<file path="src/rtl/core/rsrd_pkg.sv">
// Shared types, constants and helper functions of the run-length sprite row decoder.
`default_nettype none
package rsrd_pkg;

  localparam int DIM_BITS      = 11;
  localparam int COORD_BITS    = 16;
  localparam int CNT_BITS      = 16;
  localparam int RUN_BITS      = 7;
  localparam int ADDR_BITS     = 20;
  localparam int BYTE_BITS     = 8;
  localparam int CFG_IDX_BITS  = 3;
  localparam int CFG_DATA_BITS = 16;
  localparam int PROD_BITS     = COORD_BITS + 1 + DIM_BITS;

  localparam logic [DIM_BITS-1:0]  MAX_DIM   = 11'd1024;
  localparam logic [RUN_BITS-1:0]  MAX_RUN   = 7'd64;
  localparam logic [BYTE_BITS-1:0] MASK_SKIP = 8'h01;
  localparam logic [BYTE_BITS-1:0] MASK_REP  = 8'h02;

  localparam logic [DIM_BITS-1:0]  PITCH_RST = 11'd1;
  localparam logic [BYTE_BITS-1:0] TIDX_RST  = 8'd9;

  typedef enum logic [CFG_IDX_BITS-1:0] {
    CFG_MODE   = 3'd0,
    CFG_WIDTH  = 3'd1,
    CFG_HEIGHT = 3'd2,
    CFG_PITCH  = 3'd3,
    CFG_SX     = 3'd4,
    CFG_SY     = 3'd5,
    CFG_TIDX   = 3'd6
  } cfg_reg_t;

  typedef enum logic [2:0] {
    PH_CNT_LO  = 3'd0,
    PH_CNT_HI  = 3'd1,
    PH_MASK    = 3'd2,
    PH_REPEAT  = 3'd3,
    PH_LITERAL = 3'd4
  } phase_t;

  typedef enum logic [1:0] {
    ST_IDLE,
    ST_DECODE,
    ST_RUN
  } ctrl_state_t;

  typedef struct packed {
    logic accept;
    logic decode;
    logic step;
  } dp_cmd_t;

  typedef struct packed {
    logic slot_free;
    logic starts_run;
    logic run_last;
  } dp_status_t;

  function automatic logic [DIM_BITS-1:0] clamp_dim(input logic [DIM_BITS-1:0] v);
    return (v > MAX_DIM) ? MAX_DIM : v;
  endfunction

endpackage
`default_nettype wire

</file>
<file path="src/rtl/core/rsrd_ctrl.sv">
// Controller state machine: sequences byte capture, decode and repeat-run emission.
`default_nettype none
module rsrd_ctrl (
  input  wire                  clk,
  input  wire                  rst_n,
  input  wire                  in_valid,
  output logic                 in_ready,
  input  rsrd_pkg::dp_status_t status,
  output rsrd_pkg::dp_cmd_t    cmd
);

  rsrd_pkg::ctrl_state_t state_r, state_nxt;

  always_ff @(posedge clk) begin
    if (!rst_n) begin
      state_r <= rsrd_pkg::ST_IDLE;
    end else begin
      state_r <= state_nxt;
    end
  end

  // Next state.
  always_comb begin
    state_nxt = state_r;
    unique case (state_r)
      rsrd_pkg::ST_IDLE: begin
        if (in_valid) state_nxt = rsrd_pkg::ST_DECODE;
      end
      rsrd_pkg::ST_DECODE: begin
        if (status.slot_free) begin
          state_nxt = status.starts_run ? rsrd_pkg::ST_RUN : rsrd_pkg::ST_IDLE;
        end
      end
      rsrd_pkg::ST_RUN: begin
        if (status.slot_free && status.run_last) state_nxt = rsrd_pkg::ST_IDLE;
      end
      default: state_nxt = rsrd_pkg::ST_IDLE;
    endcase
  end

  // Outputs.
  always_comb begin
    in_ready   = 1'b0;
    cmd        = '0;
    unique case (state_r)
      rsrd_pkg::ST_IDLE: begin
        in_ready   = 1'b1;
        cmd.accept = in_valid;
      end
      rsrd_pkg::ST_DECODE: cmd.decode = status.slot_free;
      rsrd_pkg::ST_RUN:    cmd.step   = status.slot_free;
      default: ;
    endcase
  end

endmodule
`default_nettype wire

</file>
<file path="src/rtl/core/rsrd_datapath.sv">
// Datapath: configuration registers, packet parser state, address arithmetic and result register.
`default_nettype none
module rsrd_datapath (
  input  wire                                    clk,
  input  wire                                    rst_n,
  input  rsrd_pkg::dp_cmd_t                      cmd,
  output rsrd_pkg::dp_status_t                   status,
  input  wire  [rsrd_pkg::BYTE_BITS-1:0]         in_data_byte,
  input  wire                                    cfg_write_en,
  input  wire  [rsrd_pkg::CFG_IDX_BITS-1:0]      cfg_index,
  input  wire  [rsrd_pkg::CFG_DATA_BITS-1:0]     cfg_data,
  output logic                                   out_valid,
  input  wire                                    out_ready,
  output logic                                   out_write_enable,
  output logic [rsrd_pkg::ADDR_BITS-1:0]         out_write_address,
  output logic [rsrd_pkg::BYTE_BITS-1:0]         out_pixel_value,
  output logic                                   out_beyond_pitch,
  output logic                                   out_last_of_run,
  output logic                                   out_frame_done
);

  localparam int DB = rsrd_pkg::DIM_BITS;
  localparam int CB = rsrd_pkg::COORD_BITS;
  localparam int NB = rsrd_pkg::CNT_BITS;
  localparam int RB = rsrd_pkg::RUN_BITS;
  localparam int AB = rsrd_pkg::ADDR_BITS;
  localparam int BB = rsrd_pkg::BYTE_BITS;

  // Configuration registers.
  logic          mode_r;
  logic [DB-1:0] fwidth_r, fheight_r, pitch_r;
  logic [CB-1:0] sx_r, sy_r;
  logic [BB-1:0] tidx_r;

  // Parser state.
  logic [DB-1:0]   row_r, row_nxt;
  logic [CB-1:0]   col_r, col_nxt;
  rsrd_pkg::phase_t phase_r, phase_nxt;
  logic [NB-1:0]   cnt_r, cnt_nxt;
  logic [NB-1:0]   used_r, used_nxt;
  logic [RB-1:0]   lit_r, lit_nxt;
  logic [RB-1:0]   rep_r, rep_nxt;
  logic [RB-1:0]   run_r, run_nxt;
  logic [BB-1:0]   byte_r;
  logic [AB-1:0]   row_base_r;

  // Result register.
  logic          out_valid_r;
  logic          out_we_r, out_beyond_r, out_last_r, out_done_r;
  logic [AB-1:0] out_addr_r;
  logic [BB-1:0] out_pix_r;

  // Combinational helpers.
  logic                          cfg_hit;
  logic [DB-1:0]                 cfg_dim;
  logic                          frame_active;
  logic [CB:0]                   ysum;
  logic [rsrd_pkg::PROD_BITS-1:0] prod;
  logic [CB:0]                   col_sum;
  logic [AB-1:0]                 pix_addr;
  logic                          pix_beyond;
  logic [BB-1:0]                 mapped;
  logic [CB-1:0]                 col_inc;
  logic [NB-1:0]                 used_inc;
  logic [NB-1:0]                 cnt_full;
  logic [RB-1:0]                 pkt_len;
  logic [RB-1:0]                 lit_dec;
  logic                          emit, e_we, e_last, e_done;
  logic [BB-1:0]                 e_pix;
  logic                          pkt_done, end_row;

  assign cfg_hit = cfg_write_en && (cfg_index <= rsrd_pkg::CFG_TIDX);
  assign cfg_dim = rsrd_pkg::clamp_dim(cfg_data[DB-1:0]);

  assign frame_active = (row_r < fheight_r);

  // Row base address: (start_y + row) * pitch, kept one register behind the row.
  assign ysum = {1'b0, sy_r} + {{(CB+1-DB){1'b0}}, row_r};
  assign prod = ysum * pitch_r;

  assign col_sum    = {1'b0, sx_r} + {1'b0, col_r};
  assign pix_addr   = row_base_r + {{(AB-CB-1){1'b0}}, col_sum};
  assign pix_beyond = (col_sum >= {{(CB+1-DB){1'b0}}, pitch_r});
  assign mapped     = (byte_r == tidx_r) ? '0 : byte_r;

  assign col_inc  = col_r + 1'b1;
  assign used_inc = (used_r == {NB{1'b1}}) ? used_r : used_r + 1'b1;
  assign cnt_full = {cnt_r[NB-1:BB] | byte_r, cnt_r[BB-1:0]};
  assign pkt_len  = {1'b0, byte_r[BB-1:2]} + 1'b1;
  assign lit_dec  = (lit_r == '0) ? '0 : lit_r - 1'b1;

  assign status.slot_free  = !out_valid_r || out_ready;
  assign status.starts_run = frame_active && mode_r && (phase_r == rsrd_pkg::PH_REPEAT);
  assign status.run_last   = (run_r == {{(RB-1){1'b0}}, 1'b1});

  always_comb begin
    row_nxt   = row_r;
    col_nxt   = col_r;
    phase_nxt = phase_r;
    cnt_nxt   = cnt_r;
    used_nxt  = used_r;
    lit_nxt   = lit_r;
    rep_nxt   = rep_r;
    run_nxt   = run_r;
    emit      = 1'b0;
    e_we      = 1'b0;
    e_pix     = '0;
    e_last    = 1'b0;
    pkt_done  = 1'b0;
    end_row   = 1'b0;

    if (cmd.decode) begin
      emit   = 1'b1;
      e_last = 1'b1;
      if (frame_active) begin
        if (!mode_r) begin
          if (fwidth_r == '0) begin
            row_nxt = fheight_r;
          end else begin
            e_we    = 1'b1;
            e_pix   = byte_r;
            col_nxt = col_inc;
            if (col_inc >= {{(CB-DB){1'b0}}, fwidth_r}) end_row = 1'b1;
          end
        end else begin
          unique case (phase_r)
            rsrd_pkg::PH_CNT_LO: begin
              cnt_nxt   = {{(NB-BB){1'b0}}, byte_r};
              phase_nxt = rsrd_pkg::PH_CNT_HI;
            end
            rsrd_pkg::PH_CNT_HI: begin
              cnt_nxt  = cnt_full;
              used_nxt = '0;
              col_nxt  = '0;
              if (cnt_full == '0) end_row = 1'b1;
              else phase_nxt = rsrd_pkg::PH_MASK;
            end
            rsrd_pkg::PH_MASK: begin
              used_nxt = used_inc;
              if ((byte_r & rsrd_pkg::MASK_SKIP) != '0) begin
                col_nxt  = col_r + {{(CB-BB+1){1'b0}}, byte_r[BB-1:1]};
                pkt_done = 1'b1;
              end else if ((byte_r & rsrd_pkg::MASK_REP) != '0) begin
                rep_nxt   = pkt_len;
                phase_nxt = rsrd_pkg::PH_REPEAT;
              end else begin
                lit_nxt   = pkt_len;
                phase_nxt = rsrd_pkg::PH_LITERAL;
              end
            end
            rsrd_pkg::PH_REPEAT: begin
              // The run itself is emitted one pixel per cycle in the run state, while the result slot is free.
              emit   = 1'b0;
              e_last = 1'b0;
              run_nxt = (rep_r == '0 || rep_r > rsrd_pkg::MAX_RUN) ?
                        {{(RB-1){1'b0}}, 1'b1} : rep_r;
            end
            rsrd_pkg::PH_LITERAL: begin
              e_we     = 1'b1;
              e_pix    = mapped;
              col_nxt  = col_inc;
              used_nxt = used_inc;
              lit_nxt  = lit_dec;
              if (lit_dec == '0) pkt_done = 1'b1;
            end
            default: phase_nxt = rsrd_pkg::PH_CNT_LO;
          endcase
        end
      end
    end else if (cmd.step) begin
      emit    = 1'b1;
      e_we    = 1'b1;
      e_pix   = mapped;
      col_nxt = col_inc;
      run_nxt = run_r - 1'b1;
      if (status.run_last) begin
        e_last   = 1'b1;
        rep_nxt  = '0;
        used_nxt = used_inc;
        pkt_done = 1'b1;
      end
    end

    if (pkt_done) begin
      if (used_inc >= cnt_r) end_row = 1'b1;
      else phase_nxt = rsrd_pkg::PH_MASK;
    end
    if (end_row) begin
      row_nxt   = row_r + 1'b1;
      col_nxt   = '0;
      phase_nxt = rsrd_pkg::PH_CNT_LO;
    end
    e_done = e_last && (row_nxt >= fheight_r);
  end

  // Configuration and parser state.
  always_ff @(posedge clk) begin
    if (!rst_n) begin
      mode_r    <= 1'b0;
      fwidth_r  <= '0;
      fheight_r <= '0;
      pitch_r   <= rsrd_pkg::PITCH_RST;
      sx_r      <= '0;
      sy_r      <= '0;
      tidx_r    <= rsrd_pkg::TIDX_RST;
      row_r     <= '0;
      col_r     <= '0;
      phase_r   <= rsrd_pkg::PH_CNT_LO;
      cnt_r     <= '0;
      used_r    <= '0;
      lit_r     <= '0;
      rep_r     <= '0;
      run_r     <= '0;
    end else if (cfg_hit) begin
      unique case (cfg_index)
        rsrd_pkg::CFG_MODE:   mode_r    <= cfg_data[0];
        rsrd_pkg::CFG_WIDTH:  fwidth_r  <= cfg_dim;
        rsrd_pkg::CFG_HEIGHT: fheight_r <= cfg_dim;
        rsrd_pkg::CFG_PITCH:  pitch_r   <= cfg_dim;
        rsrd_pkg::CFG_SX:     sx_r      <= cfg_data[CB-1:0];
        rsrd_pkg::CFG_SY:     sy_r      <= cfg_data[CB-1:0];
        default:              tidx_r    <= cfg_data[BB-1:0];
      endcase
      row_r   <= '0;
      col_r   <= '0;
      phase_r <= rsrd_pkg::PH_CNT_LO;
      cnt_r   <= '0;
      used_r  <= '0;
      lit_r   <= '0;
      rep_r   <= '0;
      run_r   <= '0;
    end else begin
      row_r   <= row_nxt;
      col_r   <= col_nxt;
      phase_r <= phase_nxt;
      cnt_r   <= cnt_nxt;
      used_r  <= used_nxt;
      lit_r   <= lit_nxt;
      rep_r   <= rep_nxt;
      run_r   <= run_nxt;
    end
  end

  // Captured byte and row base address.
  always_ff @(posedge clk) begin
    if (cmd.accept) byte_r <= in_data_byte;
    row_base_r <= prod[AB-1:0];
  end

  // Result register.
  always_ff @(posedge clk) begin
    if (!rst_n) begin
      out_valid_r <= 1'b0;
    end else if (emit) begin
      out_valid_r <= 1'b1;
    end else if (out_ready) begin
      out_valid_r <= 1'b0;
    end
  end

  always_ff @(posedge clk) begin
    if (emit) begin
      out_we_r     <= e_we;
      out_addr_r   <= e_we ? pix_addr : '0;
      out_pix_r    <= e_pix;
      out_beyond_r <= e_we && pix_beyond;
      out_last_r   <= e_last;
      out_done_r   <= e_done;
    end
  end

  assign out_valid         = out_valid_r;
  assign out_write_enable  = out_we_r;
  assign out_write_address = out_addr_r;
  assign out_pixel_value   = out_pix_r;
  assign out_beyond_pitch  = out_beyond_r;
  assign out_last_of_run   = out_last_r;
  assign out_frame_done    = out_done_r;

endmodule
`default_nettype wire

</file>
<file path="src/rtl/core/rle_sprite_row_decoder.sv">
// Top level of the run-length sprite row decoder: controller plus datapath.
// The first result of a byte is registered in the result register after the byte is captured
// and decoded; the pixel byte of a repeat run goes through decode and then the run state first.
// A new byte is not taken before the last one is through: a repeat-run byte of n pixels stays
// in the run state, where the single result register takes one pixel write per cycle while free.
// Reset: rst_n is synchronous and active low; it returns the configuration, parser and controller
// registers to their reset values, restarts the frame and empties the result register.
`default_nettype none
module rle_sprite_row_decoder (
  input  wire                                 clk,
  input  wire                                 rst_n,
  input  wire                                 in_valid,
  output logic                                in_ready,
  input  wire  [rsrd_pkg::BYTE_BITS-1:0]      in_data_byte,
  output logic                                out_valid,
  input  wire                                 out_ready,
  output logic                                out_write_enable,
  output logic [rsrd_pkg::ADDR_BITS-1:0]      out_write_address,
  output logic [rsrd_pkg::BYTE_BITS-1:0]      out_pixel_value,
  output logic                                out_beyond_pitch,
  output logic                                out_last_of_run,
  output logic                                out_frame_done,
  input  wire                                 cfg_write_en,
  input  wire  [rsrd_pkg::CFG_IDX_BITS-1:0]   cfg_index,
  input  wire  [rsrd_pkg::CFG_DATA_BITS-1:0]  cfg_data
);

  // The controller accepts one byte per input transaction, then lets the datapath
  // decode it. Every decode produces exactly one result transaction, except the byte
  // that follows a repeat mask: it starts a run, and the controller then steps the
  // datapath once per free result slot until the last pixel of the run is written.
  // The datapath holds all configuration and parsing state; a configuration write
  // restarts the frame. The row base address is a registered multiply that always
  // follows the current row, ready before the next byte can reach decode.
  rsrd_pkg::dp_cmd_t    cmd;
  rsrd_pkg::dp_status_t status;

  rsrd_ctrl u_ctrl (
    .clk      (clk),
    .rst_n    (rst_n),
    .in_valid (in_valid),
    .in_ready (in_ready),
    .status   (status),
    .cmd      (cmd)
  );

  rsrd_datapath u_datapath (
    .clk               (clk),
    .rst_n             (rst_n),
    .cmd               (cmd),
    .status            (status),
    .in_data_byte      (in_data_byte),
    .cfg_write_en      (cfg_write_en),
    .cfg_index         (cfg_index),
    .cfg_data          (cfg_data),
    .out_valid         (out_valid),
    .out_ready         (out_ready),
    .out_write_enable  (out_write_enable),
    .out_write_address (out_write_address),
    .out_pixel_value   (out_pixel_value),
    .out_beyond_pitch  (out_beyond_pitch),
    .out_last_of_run   (out_last_of_run),
    .out_frame_done    (out_frame_done)
  );

endmodule
`default_nettype wire
</file>
<file path="config.mk">
export PLATFORM = sky130hd
export DESIGN_NAME = rle_sprite_row_decoder
export DESIGN_NICKNAME = d
export VERILOG_FILES = /design/src/rtl/core/rsrd_pkg.sv /design/src/rtl/core/rsrd_ctrl.sv /design/src/rtl/core/rsrd_datapath.sv /design/src/rtl/core/rle_sprite_row_decoder.sv
export SDC_FILE = /design/constraint.sdc
export NUM_CORES = 1
export LEC_CHECK = 0
export CORE_ASPECT_RATIO = 0.75
export CORE_MARGIN = 5
export CORE_UTILIZATION = 45
export DETAILED_ROUTE_END_ITERATION = 10
export DONT_BUFFER_PORTS = 1
export MAX_ROUTING_LAYER = met4
export PLACE_DENSITY = 0.66
export SLEW_MARGIN = 20
export SYNTH_ARGS = -nofsm -noshare
export SYNTH_HDL_FRONTEND = slang
export SYNTH_SLANG_ARGS = --single-unit
export TNS_END_PERCENT = 10
</file>
<file path="constraint.sdc">
create_clock -name clk -period 11.85 [get_ports clk]
set_input_delay 1.7775 -clock clk [delete_from_list [all_inputs] [get_ports clk]]
set_output_delay 1.7775 -clock clk [all_outputs]
set_load 0.05 [all_outputs]
</file>
# == Yosys cells after proc, flatten, opt, wreduce, memory -nomap -nowiden ==
# Cells that the tools add are included.
# totals
register_bits,220
input_bits,32
out_inout_bits,34
# op_classes
n_addsub,10
mul,1
magnitude_cmp,8
eq_ne,29
mux,94
bitwise,4
reduce_logical,42
# op_table
cell,n
16-bit 2-to-1 mux,12
7-bit 2-to-1 mux,17
11-bit 2-to-1 mux,6
16-bit case mux with 2 select lines,2
8-bit 2-to-1 mux,7
16-bit case mux with 3 select lines,1
1-bit 2-to-1 mux,33
16-bit by 1-bit adder with 16-bit output (second input constant),2
3-bit 2-to-1 mux,8
7-bit logical NOT,3
20-bit by 17-bit adder with 20-bit output,1
17-bit by 11-bit multiplier with 20-bit output,1
16-bit by 11-bit adder with 17-bit output,1
16-bit by 16-bit adder with 17-bit output,1
17-bit by 11-bit greater-or-equal comparator with 1-bit output,1
16-bit by 7-bit adder with 16-bit output,1
16-bit equality test (second input constant),1
16-bit by 11-bit greater-or-equal comparator with 1-bit output,1
16-bit greater-or-equal comparator,1
16-bit logical NOT,1
5-bit AND reduction,3
2-bit by 1-bit != test with 1-bit output (second input constant),7
7-bit case mux with 2 select lines,1
2-bit AND reduction,7
other kinds (39),69

# == Logic depth before layout (Yosys ltp) ==
# logic_depth
word_depth,12
ltp_mapped,31

# == Cells and area by module ==
# Synthesis repeated with hierarchy kept, for this count alone.
# unflattened
cells_unflattened,2165
area_unflattened_um2,18007.3
# by_module_without_submodules
module,n_inst,cells_per_inst,area_per_inst_um2,seq_area_each_um2
rsrd_datapath,1,2152,17892.2,4764.6
rsrd_ctrl,1,13,115.1,40.0

# == Worst setup path before layout ==
# Ideal clock, no wire load.
# synth_path
kind,flip-flop to flip-flop
startpoint,reg u_datapath.row_r[0]
endpoint,reg u_datapath.row_base_r[19]
setup_time_ns,0.122
t_arrival_ns,6.543
path_slack_ns,5.185
path_stages_with_launch,26
path_buffers,1
period_less_slack_ns,6.665
cell_sequence,dfxtp_1 > ha_1 > fa_1 > a211oi_2 > o21bai_1 > a2111o_1 > nand2_1 > xnor2_1 > clkbuf_1 > nand2_1 > fa_1 > fa_1 > inv_1 > fa_1 > fa_1 > inv_1 > fa_1 > inv_1 > ha_1 > nand3_1 > a211oi_1 > nor2_1 > a211o_1 > o21ai_0 > a31oi_1 > xor2_1
# synth_via
elab_chain_len,2
# synth_rtl
item,line,source
"start, declared",rsrd_datapath.sv:36,"logic [DB-1:0] row_r, row_nxt;"
"start signal, assigned",rsrd_datapath.sv:233,row_r <= row_nxt;
16-bit by 11-bit adder with 17-bit output,rsrd_datapath.sv:78,"assign ysum = {1'b0, sy_r} + {{(CB+1-DB){1'b0}}, row_r};"
17-bit by 11-bit multiplier with 20-bit output,rsrd_datapath.sv:79,assign prod = ysum * pitch_r;
"named net u_datapath.prod, one bit",rsrd_datapath.sv:58,logic [rsrd_pkg::PROD_BITS-1:0] prod;
"end signal, assigned",rsrd_datapath.sv:247,row_base_r <= prod[AB-1:0];
"end, declared",rsrd_datapath.sv:45,logic [AB-1:0] row_base_r;
# The timed path passes the listed nets, and every way through them passes these cells.
# A chain may end at the register's enable or synchronous reset.

# == Worst setup path in the final report ==
# Same ends and word-level chain as after synthesis.

==> metrics.log <==
[metrics] outcome: completed
[metrics] area of the mapped netlist: 18000 µm²
[metrics] share of flip-flops with an asynchronous set or reset: 0%
[metrics] cts hold-fix bufs: 0
[metrics] clock transition at the registers of the reported paths: 0.07 ns
[metrics] remaining max-slew budget at the tightest pin: 24.2%
[metrics] area taken by multi-input logic gates: 12100 µm²
[metrics] synthesis-stage register bit count: 220
[metrics] Worst Min Path Start: u_datapath.sy_r[2]
[metrics] all-layer global routing usage: 22.5%
[metrics] CTS buffer count: 26
[metrics] worst hold path depth: 2
[metrics] sequential cell area fraction in the yosys report: 26.7%
[metrics] Sum Neg Setup Slack: 0 ns
[metrics] number of warnings printed during yosys synthesis: 0
[metrics] DRC violation count after routing: 0
[metrics] final setup margin: 4.58 ns
[metrics] average wire length per cell after detail routing: 18.6 µm
[metrics] number of violations reported at the end of detailed-routing iteration 0: 1310
[metrics] H-tree Lvls: 1
[metrics] number of failing hold endpoints at the final stage: 0
[metrics] Syn Inst Count: 2131
[metrics] wire length of the first global-routing pass: 78.0 mm
[metrics] setup slack of the worst register-to-register path: 4.58 ns
[metrics] Worst Hold Slack: 0.475 ns
[metrics] startpoint-to-endpoint class of the critical path: flip-flop to flip-flop
[metrics] clk_lat worst skew: 0.58 ns
[metrics] starting density of the core: 45.5%
[metrics] cell chosen for the clock root: sky130_fd_sc_hd__clkbuf_16
[metrics] average cell area after synthesis: 8.43 µm²
[metrics] overflow left after global routing: 0
[metrics] IR drop worst, VDD: 0.0956 mV
[metrics] ant diodes: 0
[metrics] DRT Pass-1 Iters: 5
[metrics] worst-path maximum fanout: 10
[metrics] die span in y: 183 µm
[metrics] number of antenna violations at the first check in global routing: 3
[metrics] buffers from clock root to sink, at most: 3
[metrics] estimated wirelength of the detail-placed design: 37.3 mm
[metrics] number of enable flip-flop cells after synthesis: 40
[metrics] pin count of the biggest net entering global routing: 80
[metrics] worst reg2reg startpoint: u_datapath.row_r[0]
[metrics] dominant cell type by count on the critical path: sky130_fd_sc_hd__fa_1
[metrics] most common library cell in the layout ignoring fill and taps: sky130_fd_sc_hd__nand2_1
[metrics] Placed Cells: 2565
[metrics] setup repair after global routing missed its margin: false
[metrics] number of distinct library cells after synthesis: 81
[metrics] area of the die: 44100 µm²
[metrics] postcts setup bufs: 0
[metrics] growth of design area from synthesis to finish: 6.73%
[metrics] total number of clock tree sinks: 220
[metrics] PD cells: 91.7 nW/µm²
[metrics] Worst Path Buf+Inv: 3
[metrics] Worst EP required: 12.28 ns
[metrics] total routed wirelength: 48.6 mm
[metrics] post-DR vias/cell: 5.69
[metrics] FMAX: 0.138 GHz
[metrics] pre-CTS setup slack: 4.67 ns
[metrics] post-CTS sizing: 0
[metrics] ANT nets after route: 0
[metrics] Arrival @ worst endpoint: 7.70 ns
[metrics] maximum cell stage delay along the critical path: 0.54 ns
[metrics] cells along the critical path: ha_1 > fa_1 > a211oi_2 > o21bai_1 > a2111o_1 > a31oi_1 > xnor2_1 > nand2_1 > fa_1 > fa_1 > inv_1 > fa_1 > fa_1 > inv_1 > fa_1 > inv_1 > ha_1 > nand3_1 > a211oi_1 > nor2_1 > a211o_1 > o21ai_0 > a31oi_1 > xor2_1
[metrics] slowest CP cell: sky130_fd_sc_hd__fa_1
[metrics] Pleak: 7.78 nW
[metrics] final number of setup-violating endpoints: 0
[metrics] synthesized net count: 2431
[metrics] worst slew pin tran: 1.13 ns
[metrics] top_reg_cell synth: sky130_fd_sc_hd__dfxtp_1
[metrics] via count of the first global-routing pass: 14067
[metrics] final-layout fill cell count: 3711
[metrics] Core Area: 39500 µm²
[metrics] final slew viol count: 0
[metrics] capture point of the worst reg-to-reg path: u_datapath.row_base_r[19]
[metrics] Tmin final: 7.27 ns
[metrics] Worst Skew: 0.0404 ns
[metrics] fin nets: 2373
[metrics] horizontal die dimension: 241 µm
[metrics] Top Family by Delay on Critical Path: adder cells
[metrics] final core occ: 48.6%
[metrics] total number of vias: 14867
[metrics] share of cells above drive strength 1: 4.30%
[metrics] terminating pin of the worst hold path: u_datapath.sy_r[2]
[metrics] FF+latch area: 4800 µm²
[metrics] Post-Layout Cell Count: 2612
[metrics] commonest non-fill, non-tap cells in the layout: sky130_fd_sc_hd__nand2_1 (319), sky130_fd_sc_hd__inv_1 (204), sky130_fd_sc_hd__dfxtp_1 (180)
[metrics] number of placed I/O pins: 66
[metrics] worst hold path type: flip-flop to flip-flop
[metrics] row count: 63
[metrics] Port-buffer cells: 0
[metrics] Critical Path Sink Type: flip-flop
[metrics] period utilization: 61.3%
[metrics] startpoint class of the critical path: flip-flop
[metrics] routability congestion estimate from global placement: 0.912
[metrics] Maximum Capacitance Violations: 0
[metrics] CTS tree: done
[metrics] Worst Reg-to-Reg Cells: 24
==> per-stage QoR <==
step	area, µm²	power [mW]
floorplan	18000	0.949
global placement	18300	0.986
detailed placement	18300	0.991
CTS	19200	1.77
global route	19200	1.83
finish	19200	1.76
==> Yosys cell counts (16+ instances only) <==
| cell type | n | share of area (%) |
|---|---|---|
| sky130_fd_sc_hd__nand3_1 | 51 | 1.4 |
| sky130_fd_sc_hd__o21bai_1 | 16 | 0.67 |
| sky130_fd_sc_hd__nor2_1 | 139 | 2.9 |
| sky130_fd_sc_hd__a21oi_1 | 116 | 3.2 |
| sky130_fd_sc_hd__mux2i_1 | 19 | 1.1 |
| sky130_fd_sc_hd__dfxtp_1 | 180 | 20 |
| sky130_fd_sc_hd__o21ai_0 | 56 | 1.6 |
| sky130_fd_sc_hd__clkbuf_1 | 89 | 1.9 |
| sky130_fd_sc_hd__a21boi_0 | 74 | 3.1 |
| sky130_fd_sc_hd__nand2b_1 | 22 | 0.77 |
| sky130_fd_sc_hd__inv_1 | 204 | 4.3 |
| sky130_fd_sc_hd__and2_1 | 73 | 2.5 |
| sky130_fd_sc_hd__ha_1 | 155 | 11 |
| sky130_fd_sc_hd__fa_1 | 113 | 13 |
| sky130_fd_sc_hd__xor2_1 | 30 | 1.5 |
| sky130_fd_sc_hd__and3_1 | 18 | 0.63 |
| sky130_fd_sc_hd__a211oi_1 | 22 | 0.92 |
| sky130_fd_sc_hd__nor2b_1 | 27 | 0.94 |
| sky130_fd_sc_hd__nand2_1 | 320 | 6.7 |
| sky130_fd_sc_hd__a21o_1 | 33 | 1.4 |
| sky130_fd_sc_hd__edfxtp_1 | 40 | 6.7 |
| sky130_fd_sc_hd__o21a_1 | 18 | 0.75 |
| sky130_fd_sc_hd__xnor2_1 | 78 | 3.8 |
| sky130_fd_sc_hd__nor3_1 | 46 | 1.3 |
| sky130_fd_sc_hd__nand4_1 | 17 | 0.59 |
==> power breakdown <==
group | switching [mW] | leakage (nW) | internal (mW)
Combinational | 0.0998 | 5.54 | 0.0646
Sequential | 0.0361 | 1.84 | 0.778
Clock | 0.342 | 0.400 | 0.439
Total | 0.478 | 7.78 | 1.28
==> final cells by class <==
type	instances	share of cell area (%)
clock buffer	35	3.84
clock inverter	12	0.489
inverter	204	3.99
multi-input combinational	1612	62.9
sequential	220	25.1
tap	520	3.39
timing repair buffer	9	0.352
==> worst min-delay path: stages (launching register included) <==
cell,delay [ns]
sky130_fd_sc_hd__dfxtp_1,0.32
sky130_fd_sc_hd__nand2_1,0.05
sky130_fd_sc_hd__a21boi_0,0.06
==> metal layers <==
| layer | wire length, µm | track usage, % | vias to the layer above |
|---|---|---|---|
| met3 | 3750 | 3.70 | 66 |
| met5 | 0 | - | - |
| met4 | 951 | 4.47 | 0 |
| li1 | - | - | 7097 |
| met2 | 20500 | 31.8 | 491 |
| met1 | 23400 | 34.0 | 7213 |
==> flip-flops by register name (all words and copies together), names as in the netlist, 8 cells and up <==
signal	flops
u_datapath.row_base_r	20
u_datapath.sx_r	16
u_datapath.col_r	16
u_datapath.fheight_r	11
u_datapath.tidx_r	8
u_datapath.cnt_r	16
u_datapath.out_write_address	20
u_datapath.fwidth_r	11
u_datapath.byte_r	8
u_datapath.pitch_r	11
u_datapath.sy_r	16
u_datapath.out_pixel_value	8
u_datapath.row_r	11
u_datapath.used_r	16
==> how the worst max path moves through the flow <==
stage,from,to,slack [ns],cells after the start
floorplan,u_datapath.row_r[0],u_datapath.row_base_r[19],5.18,25
global placement,u_datapath.row_r[0],u_datapath.row_base_r[19],4.82,24
detailed placement,u_datapath.row_r[0],u_datapath.row_base_r[19],4.67,24
CTS,u_datapath.row_r[0],u_datapath.row_base_r[19],4.63,24
global route,u_datapath.row_r[0],u_datapath.row_base_r[19],4.18,24
finish,u_datapath.row_r[0],u_datapath.row_base_r[19],4.58,24
==> logic make-up (layout without fill, tap and decap cells) <==
logic type / count (synthesis) / after routing / share of synthesized area (%)
AO/OA/AOI/OAI: 444 / 444 / 16.6
multiplexers: 25 / 25 / 1.48
XOR/XNOR: 111 / 111 / 5.61
buffers and inverters: 299 / 260 / 6.41
flip-flops: 220 / 220 / 26.7
adder cells (fa/ha/maj): 268 / 268 / 23.4
AND/OR/NAND/NOR: 764 / 764 / 19.8
No activity file was read; power rests on OpenSTA's default activity.
